### src/hw/rtl/dsdt_pkg.sv
// Shared types and constants for the dual-stage diffusion trial block.
// Used by dsdt_noise, the top level and the port checker.
package dsdt_pkg;

  localparam int LEVEL_W  = 32;   // accumulator width, Q16.16
  localparam int SMP_W    = 16;   // noise sample, Q4.12
  localparam int GAIN_W   = 32;   // noise gain, unsigned Q16.16
  localparam int PROD_W   = GAIN_W + SMP_W;
  localparam int FRAC_SH  = 12;   // Q20.28 -> Q16.16
  localparam int TERM_W   = PROD_W - FRAC_SH + 1;
  localparam int DRIFT_W  = 32;
  localparam int BOUND_W  = 31;
  localparam int TICK_W   = 32;
  localparam int SUM_W    = ((LEVEL_W > TERM_W) ? LEVEL_W : TERM_W) + 2;

  localparam logic [BOUND_W-1:0] BOUND_RST = BOUND_W'(65536);

  typedef enum logic [2:0] {
    CFG_RESPONSE_BOUND,
    CFG_SELECTION_BOUND,
    CFG_DRIFT_STAGE_ONE,
    CFG_DRIFT_AFTER_UPPER,
    CFG_DRIFT_AFTER_LOWER,
    CFG_DRIFT_SELECTION,
    CFG_NOISE_GAIN,
    CFG_NONDECISION_TICKS
  } cfg_idx_t;

  typedef enum logic [1:0] {
    PH_ONE,
    PH_UPPER,
    PH_LOWER
  } phase_t;

  // Sample split into sign and magnitude, held in the input register
  typedef struct packed {
    logic             neg;
    logic [SMP_W-1:0] mag;
  } smp_sm_t;

  function automatic logic signed [LEVEL_W-1:0] sat_level(
    input logic signed [SUM_W-1:0] v
  );
    logic signed [SUM_W-1:0] hi;
    logic signed [SUM_W-1:0] lo;
    hi = SUM_W'(signed'({1'b0, {(LEVEL_W-1){1'b1}}}));
    lo = -hi - SUM_W'(1);
    if (v > hi) begin
      sat_level = hi[LEVEL_W-1:0];
    end else if (v < lo) begin
      sat_level = lo[LEVEL_W-1:0];
    end else begin
      sat_level = v[LEVEL_W-1:0];
    end
  endfunction

endpackage

### src/hw/rtl/dsdt_noise.sv
// Noise term stage: gain times sample magnitude, rounded half away from zero
// back to Q16.16, sign restored, registered. Depends on dsdt_pkg.
module dsdt_noise import dsdt_pkg::*; (
  input  logic                     clk,
  input  logic                     load,
  input  smp_sm_t                  smp,
  input  logic [GAIN_W-1:0]        gain,
  output logic signed [TERM_W-1:0] term_r
);

  logic [PROD_W-1:0]       prod;
  logic [PROD_W-1:0]       rnd;
  logic signed [TERM_W-1:0] term_nxt;

  always_comb begin
    prod     = PROD_W'(gain) * PROD_W'(smp.mag);
    rnd      = prod + PROD_W'(2048);
    term_nxt = signed'({1'b0, rnd[PROD_W-1:FRAC_SH]});
    if (smp.neg) begin
      term_nxt = -term_nxt;
    end
  end

  always_ff @(posedge clk) begin
    if (load) begin
      term_r <= term_nxt;
    end
  end

endmodule

### src/hw/rtl/dual_stage_diffusion_trial.sv
// Dual-stage diffusion trial: one time tick per accepted noise pair, one item
// per clock cycle sustained while no result is held on out_stall. Items pass the
// input register, noise multiply and level update in turn; the level update and
// crossing test set the rate. While a result waits on out_stall, up to two further
// items are held inside; in_stall rises only when the next deciding item reaches
// the level update. Depends on dsdt_pkg.
module dual_stage_diffusion_trial import dsdt_pkg::*; (
  input  logic                     clk,
  input  logic                     rst_n,
  input  logic                     in_valid,
  output logic                     in_stall,
  input  logic signed [SMP_W-1:0]  in_noise_response,
  input  logic signed [SMP_W-1:0]  in_noise_selection,
  output logic                     out_valid,
  input  logic                     out_stall,
  output logic                     out_choice,
  output logic [TICK_W-1:0]        out_reaction_ticks,
  input  logic                     cfg_valid,
  output logic                     cfg_ready,
  input  logic [2:0]               cfg_index,
  input  logic [31:0]              cfg_data
);

  // configuration
  logic [BOUND_W-1:0]        resp_bound_r, sel_bound_r;
  logic signed [DRIFT_W-1:0] drift_one_r, drift_up_r, drift_lo_r, drift_sel_r;
  logic [GAIN_W-1:0]         gain_r;
  logic [TICK_W-1:0]         nd_ticks_r;

  assign cfg_ready = 1'b1;

  always_ff @(posedge clk) begin
    if (!rst_n) begin
      resp_bound_r <= BOUND_RST;
      sel_bound_r  <= BOUND_RST;
      drift_one_r  <= '0;
      drift_up_r   <= '0;
      drift_lo_r   <= '0;
      drift_sel_r  <= '0;
      gain_r       <= '0;
      nd_ticks_r   <= '0;
    end else if (cfg_valid && cfg_ready) begin
      unique case (cfg_idx_t'(cfg_index))
        CFG_RESPONSE_BOUND:    resp_bound_r <= cfg_data[BOUND_W-1:0];
        CFG_SELECTION_BOUND:   sel_bound_r  <= cfg_data[BOUND_W-1:0];
        CFG_DRIFT_STAGE_ONE:   drift_one_r  <= signed'(cfg_data);
        CFG_DRIFT_AFTER_UPPER: drift_up_r   <= signed'(cfg_data);
        CFG_DRIFT_AFTER_LOWER: drift_lo_r   <= signed'(cfg_data);
        CFG_DRIFT_SELECTION:   drift_sel_r  <= signed'(cfg_data);
        CFG_NOISE_GAIN:        gain_r       <= cfg_data;
        CFG_NONDECISION_TICKS: nd_ticks_r   <= cfg_data;
        default: ;
      endcase
    end
  end

  // pipeline control
  logic v1_r, v2_r, out_valid_r;
  logic adv1, adv2, fire3, decide;
  logic out_free;

  assign out_free = !out_valid_r || !out_stall;
  assign fire3    = v2_r && (out_free || !decide);
  assign adv2     = !v2_r || fire3;
  assign adv1     = !v1_r || adv2;
  assign in_stall = !adv1;

  // input register: sign and magnitude of both samples
  smp_sm_t resp_smp_r, sel_smp_r;

  always_ff @(posedge clk) begin
    if (adv1) begin
      resp_smp_r.neg <= in_noise_response[SMP_W-1];
      resp_smp_r.mag <= in_noise_response[SMP_W-1] ?
                        SMP_W'(-in_noise_response) : SMP_W'(in_noise_response);
      sel_smp_r.neg  <= in_noise_selection[SMP_W-1];
      sel_smp_r.mag  <= in_noise_selection[SMP_W-1] ?
                        SMP_W'(-in_noise_selection) : SMP_W'(in_noise_selection);
    end
  end

  // noise terms
  logic signed [TERM_W-1:0] resp_term_r, sel_term_r;
  logic                     term_load;

  assign term_load = adv2 && v1_r;

  dsdt_noise u_noise_resp (
    .clk    (clk),
    .load   (term_load),
    .smp    (resp_smp_r),
    .gain   (gain_r),
    .term_r (resp_term_r)
  );

  dsdt_noise u_noise_sel (
    .clk    (clk),
    .load   (term_load),
    .smp    (sel_smp_r),
    .gain   (gain_r),
    .term_r (sel_term_r)
  );

  // trial state
  logic signed [LEVEL_W-1:0] resp_lvl_r, resp_lvl_nxt;
  logic signed [LEVEL_W-1:0] sel_lvl_r, sel_lvl_nxt;
  phase_t                    phase_r, phase_nxt;
  logic [TICK_W-1:0]         tick_r, tick_inc;
  logic signed [DRIFT_W-1:0] resp_drift;
  logic                      stage_one;
  logic signed [SUM_W-1:0]   resp_sum, sel_sum, a_s, c_s, resp_ext, sel_ext;
  logic                      resp_lo, resp_hi;
  logic [TICK_W:0]           rt_sum;
  logic [TICK_W-1:0]         rt_sat;

  always_comb begin
    case (phase_r) inside
      PH_UPPER, PH_LOWER: stage_one = 1'b0;
      default:            stage_one = 1'b1;
    endcase
    if (stage_one) begin
      resp_drift = drift_one_r;
    end else if (phase_r == PH_UPPER) begin
      resp_drift = drift_up_r;
    end else begin
      resp_drift = drift_lo_r;
    end

    a_s = signed'(SUM_W'(resp_bound_r));
    c_s = signed'(SUM_W'(sel_bound_r));

    resp_sum = SUM_W'(resp_lvl_r) + SUM_W'(resp_drift) + SUM_W'(resp_term_r);
    sel_sum  = SUM_W'(sel_lvl_r) + SUM_W'(drift_sel_r) + SUM_W'(sel_term_r);
    resp_lvl_nxt = sat_level(resp_sum);
    sel_lvl_nxt  = stage_one ? sat_level(sel_sum) : sel_lvl_r;
    resp_ext = SUM_W'(resp_lvl_nxt);
    sel_ext  = SUM_W'(sel_lvl_nxt);

    // lower test first: zero level on a zero bound picks the lower side
    resp_lo = resp_ext <= -a_s;
    resp_hi = resp_ext >= a_s;
    decide  = resp_lo || resp_hi;

    phase_nxt = phase_r;
    if (stage_one && !decide) begin
      if (sel_ext >= c_s) begin
        phase_nxt = PH_UPPER;
      end else if (sel_ext <= -c_s) begin
        phase_nxt = PH_LOWER;
      end else begin
        phase_nxt = PH_ONE;
      end
    end

    tick_inc = (tick_r == '1) ? tick_r : tick_r + TICK_W'(1);
    rt_sum   = {1'b0, tick_inc} + {1'b0, nd_ticks_r};
    rt_sat   = rt_sum[TICK_W] ? '1 : rt_sum[TICK_W-1:0];
  end

  always_ff @(posedge clk) begin
    if (!rst_n) begin
      v1_r       <= 1'b0;
      v2_r       <= 1'b0;
      resp_lvl_r <= '0;
      sel_lvl_r  <= '0;
      phase_r    <= PH_ONE;
      tick_r     <= '0;
    end else begin
      if (adv1) begin
        v1_r <= in_valid;
      end
      if (adv2) begin
        v2_r <= v1_r;
      end
      if (fire3) begin
        if (decide) begin
          resp_lvl_r <= '0;
          sel_lvl_r  <= '0;
          phase_r    <= PH_ONE;
          tick_r     <= '0;
        end else begin
          resp_lvl_r <= resp_lvl_nxt;
          sel_lvl_r  <= sel_lvl_nxt;
          phase_r    <= phase_nxt;
          tick_r     <= tick_inc;
        end
      end
    end
  end

  // result register
  logic              choice_r;
  logic [TICK_W-1:0] rt_r;

  always_ff @(posedge clk) begin
    if (!rst_n) begin
      out_valid_r <= 1'b0;
    end else if (fire3 && decide) begin
      out_valid_r <= 1'b1;
    end else if (!out_stall) begin
      out_valid_r <= 1'b0;
    end
  end

  always_ff @(posedge clk) begin
    if (fire3 && decide) begin
      choice_r <= !resp_lo;
      rt_r     <= rt_sat;
    end
  end

  assign out_valid          = out_valid_r;
  assign out_choice         = choice_r;
  assign out_reaction_ticks = rt_r;

endmodule

### config.mk
export PLATFORM = sky130hd
export DESIGN_NAME = dual_stage_diffusion_trial
export DESIGN_NICKNAME = d
export VERILOG_FILES = /design/src/hw/rtl/dsdt_pkg.sv /design/src/hw/rtl/dsdt_noise.sv /design/src/hw/rtl/dual_stage_diffusion_trial.sv
export SDC_FILE = /design/constraint.sdc
export NUM_CORES = 2
export LEC_CHECK = 0
export ABC_AREA = 1
export CAP_MARGIN = 30
export CORE_UTILIZATION = 25
export DETAILED_ROUTE_END_ITERATION = 6
export DONT_BUFFER_PORTS = 1
export GPL_ROUTABILITY_DRIVEN = 0
export HOLD_SLACK_MARGIN = 0.15
export PLACE_DENSITY = 0.41
export REMOVE_ABC_BUFFERS = 1
export SLEW_MARGIN = 40
export SYNTH_ARGS = -nofsm -noshare
export SYNTH_HDL_FRONTEND = slang
export SYNTH_SLANG_ARGS = --single-unit
### constraint.sdc
create_clock -name clk -period 10.6 [get_ports clk]
set_input_delay 0.53 -clock clk [delete_from_list [all_inputs] [get_ports clk]]
set_output_delay 0.53 -clock clk [all_outputs]
set_load 0.02 [all_outputs]
==> reports/metrics.csv <==
metric,value,unit
overall power,9900,uW
Crit. End Element,output pin,
status,finished with violations,
Synth Flop Type,dfxtp_1,
Top-Level Pins,108,
CP peak stage delay,0.48,ns
clock root buffer,clkbuf_16,
Yosys top cell by area,fa_1,
max-cap violations,0,
cell area power density,129,nW/um2
area delta synth->final,9.55,%
total CTS buffers,58,
max-slew violation count,0,
number of synthesized flops with an enable pin,141,
failing checks,design-rule violations,
via/cell ratio,4.60,
Avg Inst Size Synth,7.20,um2
final setup margin,1.56,ns
CTS tree,built,
slowest CP cell,buf_4,
Yosys top cell area share,0.260,
Slew @ Worst Pin,0.863,ns
critical path class,reg -> out,
Gate Count Post-Synth,9745,
die height,532,um
first-pass GRT wire length,388000,um
TritonCTS Sinks,496,
Clock Path Buffers,3,
die area,283000,um2
worst path arrival time,8.51,ns
clk slew on worst S/H paths,0.06,ns
crit path launch type,flop,
Total GRT Usage,0.177,
worst path required time,10.07,ns
H-tree levels,2,
largest net degree at the start of global routing,256,
Synth cell types,67,
Setup Viol. Count Final,0,
warnings from Yosys,0,
count of final hold-check violations,0,
Lkg Pwr,0.0383,uW
CP Max Fanout,42,
post-route antenna net violation count,0,
ys async rst share,0,
Iteration-0 DRC Markers,4204,
number of synthesized register bits,496,
Post-Place Cell Area,74100,um2
hpwl dp,193000,um
hold slack,0.200,ns
cell area after layout,76900,um2
fin crit period,9.04,ns
Post-Syn Area,70200,um2
Final period util,0.852,
clock insertion delay at the later pin of the skew report,0.73,ns
core area,279000,um2
initial antenna violation count,18,
"top cells by area, synth","fa_1, nand2_1, inv_1, dfxtp_1, ha_1",
worst vdd ir,0.139,mV
IO Port Bufs,0,
wire length per cell,18.9,um
GR Overflow Total,0,
first-pass iteration count of the detailed router,7,
final setup TNS,0,ns
Vias,61500,
HP Class,in -> reg,
share of cells above drive strength 1,0.0462,
vias in the first global route,62800,
# Post-CTS Setup Buffers,0,
worst clock skew,0.0557,ns
final net count,11100,
pre-CTS WS,2.25,ns
fmax,0.111,GHz
Starting Density,0.251,
Die W,532,um
sequential fraction of the synthesis area,0.162,
Residual DRC,99,
row count,194,
Post-Route WL,252000,um
Slew headroom,0.423,
RSZ-0062 raised after global routing,no,
synthesized netlist by cell type, drive strengths merged, types with 2 or more instances:
library cell / count
and3: 6
dfxtp: 355
nand3b: 24
edfxtp: 141
nor3b: 3
o211ai: 11
and2: 3
o21a: 16
nor3: 84
a211oi: 4
fa: 913
a21oi: 476
xnor2: 70
o31ai: 8
o21bai: 21
o221ai: 4
or2: 40
nand2: 2592
clkbuf: 336
xor2: 179
a21boi: 9
ha: 536
nor4b: 2
clkinv: 2
a21o: 19
nand4: 106
a31oi: 10
inv: 1951
nor4: 33
o21ai: 463
nor2: 907
nand2b: 2
nand3: 338
buf: 73
power breakdown:
group          internal, uW  switching (uW)  leakage [uW]
combinational          1740            3790        0.0331
sequential             2140             126       0.00425
clock                  1190             923      0.000957
path summary, 6_finish.rpt:
path	startpoint	to	slack [ns]	cells past startpoint
max	phase_r[1]	in_stall	1.56	38
min reg2reg	tick_r[16]	tick_r[16]	0.47	2
min	cfg_data[9]	resp_bound_r[9]	0.20	2
max reg2reg	phase_r[1]	phase_r[0]	2.10	41
stage by stage:
step	utilization	instances
floorplan	-	9336
global placement	0.265	13200
detailed placement	0.265	13200
CTS	0.275	13400
global route	0.275	13400
finish	0.275	13400
routing by layer:
metal | share of wire | GRT usage | routed length [um] | vias to the layer above
met5 | 0.00012 | 0 | 31 | -
met4 | 0.021 | 0.0355 | 5320 | 6
met3 | 0.049 | 0.0151 | 12400 | 237
met2 | 0.45 | 0.287 | 113000 | 1620
met1 | 0.48 | 0.255 | 122000 | 30300
li1 | - | - | - | 29300
logic make-up (layout without fill, tap and decap cells):
family | after synthesis | after routing | synth area share
AO/OA/AOI/OAI | 1046 | 1046 | 0.0794
XOR/XNOR | 249 | 249 | 0.0314
adder cells (fa/ha/maj) | 1449 | 1449 | 0.356
buffers and inverters | 2362 | 2253 | 0.128
flip-flops | 496 | 496 | 0.162
multiplexers | 1 | 1 | 0.000143
other | 1 | 6 | 0.0000534
AND/OR/NAND/NOR | 4141 | 4141 | 0.244
final cells by class:
type | count | area, um2
diodes | 5 | 12.5
clock buffers | 78 | 1600
clock inverters | 32 | 369
fillers | 30800 | 202000
inverters | 1953 | 7340
multi-input cells | 6887 | 49900
flip-flops and latches | 496 | 11300
well taps | 3724 | 4660
repair buffers | 190 | 1690
worst max-delay path: cells and delay by family, from the launching register on:
family,cells,cell delay (ns)
DFF,1,0.33
and+or+nand+nor,19,2.71
adders and majority gates,5,1.64
buffers and inverters,10,2.30
AOI/OAI and AO/OA,4,0.81
placed cells by master, fill, tap and decap left out, types with 176 or more instances in the layout:
cell type / n
nor2_1: 872
inv_1: 1927
xor2_1: 176
ha_1: 535
nand3_1: 330
a21oi_1: 464
fa_1: 913
dfxtp_1: 349
o21ai_0: 440
nand2_1: 2521
timing repair:
action	in CTS	in global routing
hold buffers	85	0
gates resized for setup	0	0
hold endpoints to repair	291	0
registers in the layout, indices dropped and copies added (netlist names):
signal,count
resp_lvl_r,32
v2_r,1
tick_r,32
resp_bound_r,31
sel_lvl_r,32
sel_bound_r,31
v1_r,1
drift_sel_r,32
out_reaction_ticks,32
phase_r,2
drift_up_r,32
u_noise_resp.term_r,37
sel_smp_r,17
out_valid,1
u_noise_sel.term_r,37
resp_smp_r,17
gain_r,32
drift_one_r,32
out_choice,1
nd_ticks_r,32
drift_lo_r,32
Power figures use the tool's default switching activity.
